File: src/sv/llq_pkg.sv
// Shared types, codes and defaults for the loss and lag impairment queue.
package llq_pkg;

	localparam int DEF_QUEUE_DEPTH = 16;
	localparam int DEF_MAX_LEN     = 1500;

	localparam int TIME_W   = 32;
	localparam int IP_W     = 32;
	localparam int PORT_W   = 16;
	localparam int LEN_W    = 11;
	localparam int HANDLE_W = 4;
	localparam int RAND_W   = 16;
	localparam int LOSS_W   = 16;
	localparam int LAG_W    = 24;
	localparam int CFG_IDX_W = 2;

	// Register indexes of the configuration port.
	typedef enum logic [CFG_IDX_W-1:0] {
		REG_LOSS_MIN = 2'd0,
		REG_LOSS_MAX = 2'd1,
		REG_LAG_MIN  = 2'd2,
		REG_LAG_MAX  = 2'd3
	} cfg_reg_t;

	// Result status codes.
	typedef enum logic [2:0] {
		ST_NONE      = 3'd0,
		ST_DELIVERED = 3'd1,
		ST_DROPPED   = 3'd2,
		ST_QUEUED    = 3'd3,
		ST_FULL      = 3'd4
	} status_t;

	// One queued packet descriptor.
	typedef struct packed {
		logic [TIME_W-1:0]   rel_time;
		logic [IP_W-1:0]     ip;
		logic [PORT_W-1:0]   port;
		logic [LEN_W-1:0]    len;
		logic [HANDLE_W-1:0] handle;
	} entry_t;

	// Wrap-safe time order: a is at or after b.
	function automatic logic at_or_after(input logic [TIME_W-1:0] a,
			input logic [TIME_W-1:0] b);
		logic [TIME_W-1:0] d;
		d = a - b;
		return ~d[TIME_W-1];
	endfunction

endpackage

File: src/sv/loss_and_lag_impairment_queue_unit.sv
// Top level of the loss and lag impairment queue: sequencer, shared arithmetic and entry memory.
//
// Each beat on the slave side is a poll (tuser = 0) or a packet arrival (tuser = 1) and yields
// exactly one result beat on the master side. The block takes one beat at a time and is not
// ready while it works on it. A poll is answered from the head entry, which is read ahead while
// idle and released by moving the head pointer. An arrival that is discarded or passed through
// goes straight to the result, a dropped or refused one after the loss check, and a queued one
// after the lag pick, a scan and an insert: the scan compares one stored release time per cycle
// to find the sorted position, and the insert then moves one entry per cycle through the single
// write port of the entry memory. One 25 by 16 bit multiplier and one bounds unit are shared
// between the loss-rate pick and the lag pick. Results wait in an output register, so a new beat
// is accepted while the previous result is still held. The entry memory needs no clearing after
// reset. Configuration must be written through the cfg channel only while the block is idle;
// the block itself does not enforce this.
module loss_and_lag_impairment_queue_unit #(
	parameter int QUEUE_DEPTH = llq_pkg::DEF_QUEUE_DEPTH,
	parameter int MAX_LEN     = llq_pkg::DEF_MAX_LEN
) (
	input  logic                           clk,
	input  logic                           arst_n,
	// Configuration write channel.
	input  logic                           cfg_valid,
	output logic                           cfg_ready,
	input  logic [llq_pkg::CFG_IDX_W-1:0]  cfg_index,
	input  logic [llq_pkg::LAG_W-1:0]      cfg_data,
	// Input stream.
	input  logic                           s_tvalid,
	output logic                           s_tready,
	// Fields from bit 0: now_ticks, src_ip, src_port, pkt_length, buffer_handle,
	// rand_loss_pick, rand_loss_draw, rand_lag_pick, zero fill.
	input  logic [143:0]                   s_tdata,
	// Fields from bit 0: kind.
	input  logic [0:0]                     s_tuser,
	// Output stream.
	output logic                           m_tvalid,
	input  logic                           m_tready,
	// Fields from bit 0: out_ip, out_port, out_length, out_handle, zero fill.
	output logic [63:0]                    m_tdata,
	// Fields from bit 0: status.
	output logic [2:0]                     m_tuser
);
	import llq_pkg::*;

	localparam int AW  = (QUEUE_DEPTH > 1) ? $clog2(QUEUE_DEPTH) : 1;
	localparam int LW  = $clog2(QUEUE_DEPTH + 1);
	localparam int SPW = LAG_W + 1;
	localparam int PW  = SPW + RAND_W;
	localparam logic [LW:0] DEPTH_X = (LW+1)'(QUEUE_DEPTH);
	localparam logic [LW-1:0] DEPTH_L = LW'(QUEUE_DEPTH);
	localparam logic [15:0] MAX_LEN_W = 16'(MAX_LEN);

	typedef enum logic [9:0] {
		S_IDLE     = 10'b00_0000_0001,
		S_DECODE   = 10'b00_0000_0010,
		S_MUL_LOSS = 10'b00_0000_0100,
		S_LOSS_CHK = 10'b00_0000_1000,
		S_MUL_LAG  = 10'b00_0001_0000,
		S_TIME     = 10'b00_0010_0000,
		S_SCAN     = 10'b00_0100_0000,
		S_SHIFT    = 10'b00_1000_0000,
		S_WRITE    = 10'b01_0000_0000,
		S_EMIT     = 10'b10_0000_0000
	} state_t;

	state_t state_q;

	// Configuration registers.
	logic [LOSS_W-1:0] loss_min_q, loss_max_q;
	logic [LAG_W-1:0]  lag_min_q, lag_max_q;
	logic              transparent;

	// Captured input beat.
	logic                kind_q;
	logic [TIME_W-1:0]   now_q;
	logic [IP_W-1:0]     ip_q;
	logic [PORT_W-1:0]   port_q;
	logic [LEN_W-1:0]    len_q;
	logic [HANDLE_W-1:0] handle_q;
	logic [RAND_W-1:0]   r_pick_q, r_draw_q, r_lag_q;
	logic [LEN_W-1:0]    in_len;
	logic [LEN_W-1:0]    len_sat;

	// Queue state.
	logic [AW-1:0]  head_q;
	logic [LW-1:0]  occ_q;
	logic [LW-1:0]  pos_q;
	logic [LW-1:0]  j_q;
	logic [TIME_W-1:0] t_q;

	// Shared bounds unit and multiplier.
	logic [LAG_W-1:0] bnd_a, bnd_b, bnd_lo, bnd_hi;
	logic [LAG_W-1:0] lo_q;
	logic [SPW-1:0]   span_q;
	logic [RAND_W-1:0] mul_r;
	logic [PW-1:0]    prod_q;
	logic [SPW-1:0]   pick_w;

	// Entry memory.
	entry_t         mem_q [QUEUE_DEPTH];
	entry_t         rd_q;
	entry_t         wr_data;
	logic           wr_en;
	logic [LW-1:0]  rd_log, wr_log;
	logic [AW-1:0]  rd_addr, wr_addr;
	logic           scan_adv;

	// Result staging and output register.
	status_t             res_status_q;
	logic [IP_W-1:0]     res_ip_q;
	logic [PORT_W-1:0]   res_port_q;
	logic [LEN_W-1:0]    res_len_q;
	logic [HANDLE_W-1:0] res_handle_q;
	logic                m_valid_q;
	logic [63:0]         m_data_q;
	status_t             m_status_q;

	function automatic logic [AW-1:0] phys(input logic [AW-1:0] head, input logic [LW-1:0] l);
		logic [LW:0] sum;
		sum = (LW+1)'(head) + (LW+1)'(l);
		if (sum >= DEPTH_X) begin
			sum = sum - DEPTH_X;
		end
		return sum[AW-1:0];
	endfunction

	assign transparent = ~|{loss_min_q, loss_max_q, lag_min_q, lag_max_q};
	assign cfg_ready = 1'b1;
	assign s_tready  = (state_q == S_IDLE);
	assign m_tvalid  = m_valid_q;
	assign m_tdata   = m_data_q;
	assign m_tuser   = m_status_q;

	assign in_len  = s_tdata[90:80];
	assign len_sat = (16'(in_len) > MAX_LEN_W) ? MAX_LEN_W[LEN_W-1:0] : in_len;

	// Bounds unit: loss bounds while decoding, lag bounds while checking the loss draw.
	always_comb begin
		if (state_q == S_DECODE) begin
			bnd_a = LAG_W'(loss_min_q);
			bnd_b = LAG_W'(loss_max_q);
		end else begin
			bnd_a = lag_min_q;
			bnd_b = lag_max_q;
		end
		bnd_lo = (bnd_a < bnd_b) ? bnd_a : bnd_b;
		bnd_hi = (bnd_a < bnd_b) ? bnd_b : bnd_a;
	end

	assign mul_r  = (state_q == S_MUL_LOSS) ? r_pick_q : r_lag_q;
	assign pick_w = SPW'(lo_q) + prod_q[PW-1:RAND_W];

	// Memory address selection.
	assign scan_adv = (pos_q < occ_q) && at_or_after(t_q, rd_q.rel_time);
	always_comb begin
		rd_log  = '0;
		wr_log  = pos_q;
		wr_en   = 1'b0;
		wr_data = rd_q;
		case (state_q)
			S_SCAN: begin
				if (scan_adv) begin
					rd_log = pos_q + 1'b1;
				end else if (pos_q != occ_q) begin
					rd_log = occ_q - 1'b1;
				end
			end
			S_SHIFT: begin
				wr_en  = 1'b1;
				wr_log = j_q;
				if ((j_q - 1'b1) != pos_q) begin
					rd_log = j_q - LW'(2);
				end
			end
			S_WRITE: begin
				wr_en   = 1'b1;
				wr_data = '{rel_time: t_q, ip: ip_q, port: port_q, len: len_q, handle: handle_q};
			end
			default: begin
				rd_log = '0;
			end
		endcase
	end

	assign rd_addr = phys(head_q, rd_log);
	assign wr_addr = phys(head_q, wr_log);

	always_ff @(posedge clk) begin
		if (wr_en) begin
			mem_q[wr_addr] <= wr_data;
		end
		rd_q <= mem_q[rd_addr];
	end

	// Configuration registers.
	always_ff @(posedge clk or negedge arst_n) begin
		if (!arst_n) begin
			loss_min_q <= '0;
			loss_max_q <= '0;
			lag_min_q  <= '0;
			lag_max_q  <= '0;
		end else if (cfg_valid && cfg_ready) begin
			case (cfg_index)
				REG_LOSS_MIN: loss_min_q <= cfg_data[LOSS_W-1:0];
				REG_LOSS_MAX: loss_max_q <= cfg_data[LOSS_W-1:0];
				REG_LAG_MIN:  lag_min_q  <= cfg_data;
				REG_LAG_MAX:  lag_max_q  <= cfg_data;
				default: ;
			endcase
		end
	end

	// Payload registers.
	always_ff @(posedge clk) begin
		if (s_tvalid && s_tready) begin
			kind_q   <= s_tuser[0];
			now_q    <= s_tdata[31:0];
			ip_q     <= s_tdata[63:32];
			port_q   <= s_tdata[79:64];
			len_q    <= len_sat;
			handle_q <= s_tdata[94:91];
			r_pick_q <= s_tdata[110:95];
			r_draw_q <= s_tdata[126:111];
			r_lag_q  <= s_tdata[142:127];
		end
		if (state_q == S_DECODE || state_q == S_LOSS_CHK) begin
			lo_q   <= bnd_lo;
			span_q <= SPW'(bnd_hi - bnd_lo) + 1'b1;
		end
		if (state_q == S_MUL_LOSS || state_q == S_MUL_LAG) begin
			prod_q <= span_q * mul_r;
		end
		if (state_q == S_TIME) begin
			t_q <= now_q + TIME_W'(pick_w[LAG_W-1:0]);
		end
	end

	// Sequencer.
	always_ff @(posedge clk or negedge arst_n) begin
		if (!arst_n) begin
			state_q      <= S_IDLE;
			head_q       <= '0;
			occ_q        <= '0;
			pos_q        <= '0;
			j_q          <= '0;
			res_status_q <= ST_NONE;
			res_ip_q     <= '0;
			res_port_q   <= '0;
			res_len_q    <= '0;
			res_handle_q <= '0;
			m_valid_q    <= 1'b0;
			m_data_q     <= '0;
			m_status_q   <= ST_NONE;
		end else begin
			if (m_valid_q && m_tready && state_q != S_EMIT) begin
				m_valid_q <= 1'b0;
			end
			case (state_q)
				S_IDLE: begin
					if (s_tvalid) begin
						res_status_q <= ST_NONE;
						res_ip_q     <= '0;
						res_port_q   <= '0;
						res_len_q    <= '0;
						res_handle_q <= '0;
						state_q      <= S_DECODE;
					end
				end
				S_DECODE: begin
					if (kind_q && len_q != '0 && !transparent) begin
						state_q <= S_MUL_LOSS;
					end else begin
						state_q <= S_EMIT;
					end
					if (!kind_q) begin
						// The head entry was read ahead while idle.
						if (!transparent && occ_q != '0 && at_or_after(now_q, rd_q.rel_time)) begin
							res_status_q <= ST_DELIVERED;
							res_ip_q     <= rd_q.ip;
							res_port_q   <= rd_q.port;
							res_len_q    <= rd_q.len;
							res_handle_q <= rd_q.handle;
							head_q       <= phys(head_q, LW'(1));
							occ_q        <= occ_q - 1'b1;
						end
					end else if (len_q != '0 && transparent) begin
						res_status_q <= ST_DELIVERED;
						res_ip_q     <= ip_q;
						res_port_q   <= port_q;
						res_len_q    <= len_q;
						res_handle_q <= handle_q;
					end
				end
				S_MUL_LOSS: begin
					state_q <= S_LOSS_CHK;
				end
				S_LOSS_CHK: begin
					if (SPW'(r_draw_q) < pick_w) begin
						res_status_q <= ST_DROPPED;
						res_handle_q <= handle_q;
						state_q      <= S_EMIT;
					end else if (occ_q == DEPTH_L) begin
						res_status_q <= ST_FULL;
						res_handle_q <= handle_q;
						state_q      <= S_EMIT;
					end else begin
						state_q <= S_MUL_LAG;
					end
				end
				S_MUL_LAG: begin
					state_q <= S_TIME;
				end
				S_TIME: begin
					pos_q   <= '0;
					state_q <= S_SCAN;
				end
				S_SCAN: begin
					// Entries whose release time is not after the new one stay ahead of it.
					if (scan_adv) begin
						pos_q <= pos_q + 1'b1;
					end else if (pos_q == occ_q) begin
						state_q <= S_WRITE;
					end else begin
						j_q     <= occ_q;
						state_q <= S_SHIFT;
					end
				end
				S_SHIFT: begin
					j_q <= j_q - 1'b1;
					if ((j_q - 1'b1) == pos_q) begin
						state_q <= S_WRITE;
					end
				end
				S_WRITE: begin
					occ_q        <= occ_q + 1'b1;
					res_status_q <= ST_QUEUED;
					state_q      <= S_EMIT;
				end
				S_EMIT: begin
					if (!m_valid_q || m_tready) begin
						m_valid_q  <= 1'b1;
						m_status_q <= res_status_q;
						m_data_q   <= {1'b0, res_handle_q, res_len_q, res_port_q, res_ip_q};
						state_q    <= S_IDLE;
					end
				end
				default: begin
					state_q <= S_IDLE;
				end
			endcase
		end
	end

	a_occ_bound: assert property (@(posedge clk) disable iff (!arst_n)
		occ_q <= DEPTH_L)
		else $error("occupancy above queue depth");

	a_write_grows: assert property (@(posedge clk) disable iff (!arst_n)
		state_q == S_WRITE |=> occ_q == $past(occ_q) + 1'b1)
		else $error("insert did not grow occupancy by one");

	a_shift_above_pos: assert property (@(posedge clk) disable iff (!arst_n)
		state_q == S_SHIFT |-> (j_q > pos_q && j_q <= occ_q))
		else $error("shift index outside the moved region");

	a_emit_loads: assert property (@(posedge clk) disable iff (!arst_n)
		(state_q == S_EMIT && (!m_valid_q || m_tready)) |=> (m_valid_q && state_q == S_IDLE))
		else $error("result not loaded into output register");

	a_no_insert_when_full: assert property (@(posedge clk) disable iff (!arst_n)
		state_q == S_MUL_LAG |-> occ_q != DEPTH_L)
		else $error("insert started on a full queue");

endmodule
File: config.mk
export PLATFORM = sky130hd
export DESIGN_NAME = loss_and_lag_impairment_queue_unit
export DESIGN_NICKNAME = d
export VERILOG_FILES = /design/src/sv/llq_pkg.sv /design/src/sv/loss_and_lag_impairment_queue_unit.sv
export SDC_FILE = /design/constraint.sdc
export NUM_CORES = 2
export LEC_CHECK = 0
export BUFFER_PORTS_ARGS = -buffer_cell sky130_fd_sc_hd__buf_2
export CAP_MARGIN = 30
export CORE_ASPECT_RATIO = 1.25
export CORE_MARGIN = 5
export CORE_UTILIZATION = 55
export DETAILED_ROUTE_END_ITERATION = 12
export GPL_TIMING_DRIVEN = 0
export HOLD_SLACK_MARGIN = 0.15
export MAX_ROUTING_LAYER = met4
export PLACE_DENSITY_LB_ADDON = 0.25
export SETUP_SLACK_MARGIN = 0.15
export SYNTH_ARGS = -nofsm -noshare
export SYNTH_HDL_FRONTEND = slang
export SYNTH_SLANG_ARGS = --single-unit
File: constraint.sdc
create_clock -name clk -period 8.2 [get_ports clk]
set_clock_uncertainty 0.15 [all_clocks]
set_input_delay 0.41 -clock clk [delete_from_list [all_inputs] [get_ports clk]]
set_output_delay 0.41 -clock clk [all_outputs]
set_load 0.005 [all_outputs]
==> results.md <==
- The number of nets with antenna violations after detailed routing is 0.
- On the critical path, the stage with the largest delay is an instance of sky130_fd_sc_hd__fa_1.
- The TritonCTS clock tree is built.
- In this run the most critical hold path is launched from s_tdata[91].
- The final count of pins violating max slew is 0.
- Of the cells placed in the final design, the portion with a size suffix greater than 1 is about 21%.
- The clock net in this run drives a total of about 2100 sinks.
- After synthesis the cells add up to 0.0988 mm2.
- The count of input and output buffers is 242.
- Measured along the y axis, the die boundary spans between 400 and 500 um.
- The largest net degree at the start of global routing is 115.
- In the synthesized netlist the async set-or-reset flop fraction comes to between 10% and 20%.
- The width of the chip is a little under 400 um.
- The number of antenna violations at the first check in global routing is 11.
- Global routing finished with a remaining overflow of 0.
- The global routing met3 resource utilization is under 10%.
- Global routing consumed, over all layers together, between 20% and 30% of the routing resources.
- The combined flip-flop and latch cell area is between 0.06 and 0.07 mm2.
- The critical path is of the flop to flop type.
- The distinct cell type count after synthesis is just over 90.
- In the routed design, unresolved DRC markers number 0.
- The maximum fanout count along the critical path is 10.
- The capturing element type of the critical path is a flop.
- The number of flip-flops and latches in the synthesized netlist is 2107.
- For met2 alone, demand over resource in global routing was between 40% and 50%.
- The largest single stage delay on the critical path is ~0.52 ns.
- Of the synthesized area, sequential elements account for 61.9%.
- By instance count, the cell type seen most on the critical path is sky130_fd_sc_hd__fa_1.
- Once the floorplan was initialized, standard cells occupied 55.1% of the core.
- Data on the critical path is required at its endpoint by around 8.6 ns.
- The violation count after the first detailed-route iteration is 5943.
- The total I/O pin count is 246.
- The worst register-to-register path ends at prod_q[39].
- The mean instance size in the synthesized netlist is around 16 um2.
- The most heavily used metal layer in global routing is met2.
- The routed wire length is approximately 270 mm.
- The floorplan has about 170 rows.
- The maximum root-to-sink buffer count is 3.
- Based on the critical path, the design can be clocked at up to 0.127 GHz.
- The number of global-route vias before repair is 61500.
- Routability-driven placement finished with a final weighted congestion of ~0.95.
- At the end of the flow, the number of nets in the layout was slightly above 8000.
- The hold-critical path endpoint is handle_q[0].
- The shortest clock period the worst path allows after layout is 7.86 ns.
- Clock latency on the worst-skew pair, taken at its later pin, is 0.88 ns.
- The library cell used most frequently in the layout, excluding fill and tap cells, is sky130_fd_sc_hd__edfxtp_1.
- The cell depth of the worst flop-to-flop path is 29.
- STA classifies the critical path startpoint as a flop.
- The setup violation total in the final timing report is 0.
- Detailed placement ended at an HPWL of between 150 and 200 mm.
- In this run the tightest slew margin relative to its limit is 24.4%.
- By area the synthesized netlist is led by sky130_fd_sc_hd__edfxtp_1 (54%), sky130_fd_sc_hd__mux4_2 (8.7%), sky130_fd_sc_hd__fa_1 (6.6%), sky130_fd_sc_hd__dfrtp_1 (6.1%), sky130_fd_sc_hd__ha_1 (3.8%).
- The top cell type by area accounts for between 50% and 60% of the synthesized area.
- Cells fill roughly 65% of the core in the end.
- In this run the worst hold path is classified as input port to flop.
- The floorplan core area is 0.179 mm2.
- The transition time at the pin with the least slew margin is 1.13 ns.
- The die footprint is 0.188 mm2.
- In the final layout, the multi-input gates occupy between 0.03 and 0.04 mm2.
- The first detailed-routing pass took 5 iterations.
- The most used flip-flop cell after synthesis is sky130_fd_sc_hd__edfxtp_1.
- The per-cell routed wire length is approximately 27 um.
- Across the run, the number of max-cap violations was 0.
- The number of synthesized flops with an enable pin is roughly 1800.
- Counting the buffers created by CTS gives around 200.
- The synthesized net count is just over 7000.
- The worst hold path depth is 2.
- The clock-pin slew of the registers on the worst-case setup and hold paths is 0.06 ns.
- The reg2reg setup slack is about 0.34 ns.
- The startpoint of the worst-slack reg-to-reg timing path is state_q[5].
- The cell count after synthesis came out at about 6300.
- Global routing consumed, on the met1 layer, about 36% of the routing resources.
- In the finished design, the share of the clock period the worst path needs comes to a little over nine tenths.
- Counting the fill cells in the layout gives between 10000 and 15000.
- The number of warnings printed during yosys synthesis is 0.
- The biggest area contributor in the post-synthesis netlist is sky130_fd_sc_hd__edfxtp_1.
- The total count of hold-check failures in the final report is 0.
- The via density per instance is between 6 and 7.
- The buffer cell driving the clock tree root is sky130_fd_sc_hd__clkbuf_16.
- In the layout the commonest cells are sky130_fd_sc_hd__edfxtp_1 (1770), sky130_fd_sc_hd__nand2_1 (666), sky130_fd_sc_hd__inv_1 (459), sky130_fd_sc_hd__mux4_2 (380), sky130_fd_sc_hd__mux2i_1 (324).
- The first global-routing pass estimated between 300 and 400 mm of wire.
- The non-filler instance count after layout is 9815.
- The number of instances in the placed design is ~9100.
- In this run the number of H-tree levels came out at 4.
- The routed layout has ~59000 vias.
- From synthesis to final layout, the design area changed by 18.4%.
- The flow ran to the end, and the final reports show no timing, DRC or antenna violations.
- The arrival time at the worst endpoint is 8.29 ns.
## critical path, delay by kind of cell (launching register included)
family	cells	cell delay, ns
compound gates	7	1.16
xor+xnor	1	0.08
fa+ha+maj	7	3.23
buf+inv	7	1.03
flops	1	0.43
simple gates	7	1.52
## metrics by stage
step            TNS, ns  hold WS [ns]  worst slack, ns  instance area, um2
2_1_floorplan         0       -0.0356            0.595               98800
3_3_place_gp   -6614.16         0.324            -4.64              103000
3_5_place_dp     -56.49         0.167            -2.05              106000
4_1_cts               0         0.152            0.133              116000
5_1_grt         -0.0184         0.191          -0.0184              117000
6_report              0         0.203            0.339              117000
## cell type report
class / count / area share (%)
Clock buffer: 263 / 4.60
Multi-Input combinational cell: 3440 / 30.3
Sequential cell: 2107 / 52.2
Tap cell: 2376 / 2.54
Inverter: 466 / 1.51
Clock inverter: 112 / 1.10
Timing Repair inverter: 1 / 0.00535
Timing Repair Buffer: 774 / 6.58
Buffer: 267 / 1.13
Antenna cell: 9 / 0.0192
## what timing repair did
item,4_1_cts,5_1_grt
cloned,1,4
endpoints found under the hold margin,386,0
hold buffers,315,0
setup buffers,15,28
resized for setup,127,118
setup endpoints to repair,46,29
pin swaps,13,50
## registers in the layout, indices dropped and copies added (netlist names), 16 cells and up
signal      count
lag_max_q      24
r_draw_q       16
res_ip_q       32
loss_min_q     16
mem_q        1520
lo_q           24
now_q          32
r_pick_q       16
prod_q         25
loss_max_q     16
ip_q           32
rd_q           95
res_port_q     16
lag_min_q      24
r_lag_q        16
t_q            32
port_q         16
m_tdata        63
span_q         25
## logic make-up (layout without fill, tap and decap cells)
kind of cell / after synthesis / in the layout / synth area share (%)
mux: 917 / 917 / 14.4
compound gates: 513 / 513 / 3.53
buf+inv: 734 / 1883 / 2.83
other cells: 2 / 11 / 0.00760
fa+ha+maj: 622 / 622 / 10.3
xor+xnor: 123 / 123 / 1.09
flops: 2107 / 2107 / 61.9
simple gates: 1263 / 1263 / 5.96
## metal layers
| layer | part of all wire (%) | vias up |
|---|---|---|
| li1 | - | 25200 |
| met1 | 37 | 30200 |
| met2 | 50 | 2829 |
| met4 | 4.7 | 0 |
| met3 | 8.5 | 594 |
| met5 | 0 | - |
## Yosys cell counts, types with 6 or more instances
cell / count
sky130_fd_sc_hd__buf_4: 7
sky130_fd_sc_hd__nand3b_1: 14
sky130_fd_sc_hd__inv_1: 464
sky130_fd_sc_hd__a211oi_1: 10
sky130_fd_sc_hd__o21a_1: 15
sky130_fd_sc_hd__mux2i_1: 326
sky130_fd_sc_hd__nand3_1: 42
sky130_fd_sc_hd__nor2_1: 129
sky130_fd_sc_hd__or3_1: 12
sky130_fd_sc_hd__a21o_1: 71
sky130_fd_sc_hd__a32o_1: 59
sky130_fd_sc_hd__ha_1: 298
sky130_fd_sc_hd__o21ai_1: 15
sky130_fd_sc_hd__o21bai_1: 15
sky130_fd_sc_hd__nor4_1: 28
sky130_fd_sc_hd__clkbuf_1: 216
sky130_fd_sc_hd__edfxtp_1: 1770
sky130_fd_sc_hd__a41oi_1: 8
sky130_fd_sc_hd__nor3_1: 30
sky130_fd_sc_hd__and3_1: 10
sky130_fd_sc_hd__a21oi_1: 113
sky130_fd_sc_hd__buf_2: 10
sky130_fd_sc_hd__nor3b_1: 11
sky130_fd_sc_hd__nand2b_1: 30
sky130_fd_sc_hd__o21ai_0: 121
sky130_fd_sc_hd__nand2_1: 691
sky130_fd_sc_hd__o211ai_1: 9
sky130_fd_sc_hd__and2_1: 176
sky130_fd_sc_hd__mux4_2: 380
sky130_fd_sc_hd__a31oi_1: 6
sky130_fd_sc_hd__nand4_1: 28
sky130_fd_sc_hd__xnor2_1: 92
sky130_fd_sc_hd__dfrtp_1: 241
sky130_fd_sc_hd__fa_1: 324
sky130_fd_sc_hd__xor2_1: 31
sky130_fd_sc_hd__mux2_2: 206
sky130_fd_sc_hd__buf_1: 35
sky130_fd_sc_hd__dfxtp_1: 95
sky130_fd_sc_hd__nor2b_1: 31
## worst max-delay path by stage
| stage | start | to | slack, ns |
|---|---|---|---|
| after detailed placement | state_q[3] | span_q[24] | -2.05 |
| final | state_q[5] | prod_q[39] | 0.34 |
| after CTS | state_q[8] | prod_q[39] | 0.13 |
| after global routing | state_q[5] | prod_q[32] | -0.02 |
| after floorplan | state_q[1] | prod_q[32] | 0.60 |
| after global placement | state_q[4] | mem_q[14][56] | -4.64 |
Power is not shown: default switching activity piles up to over one toggle a cycle in this logic, so the estimate is an artifact.
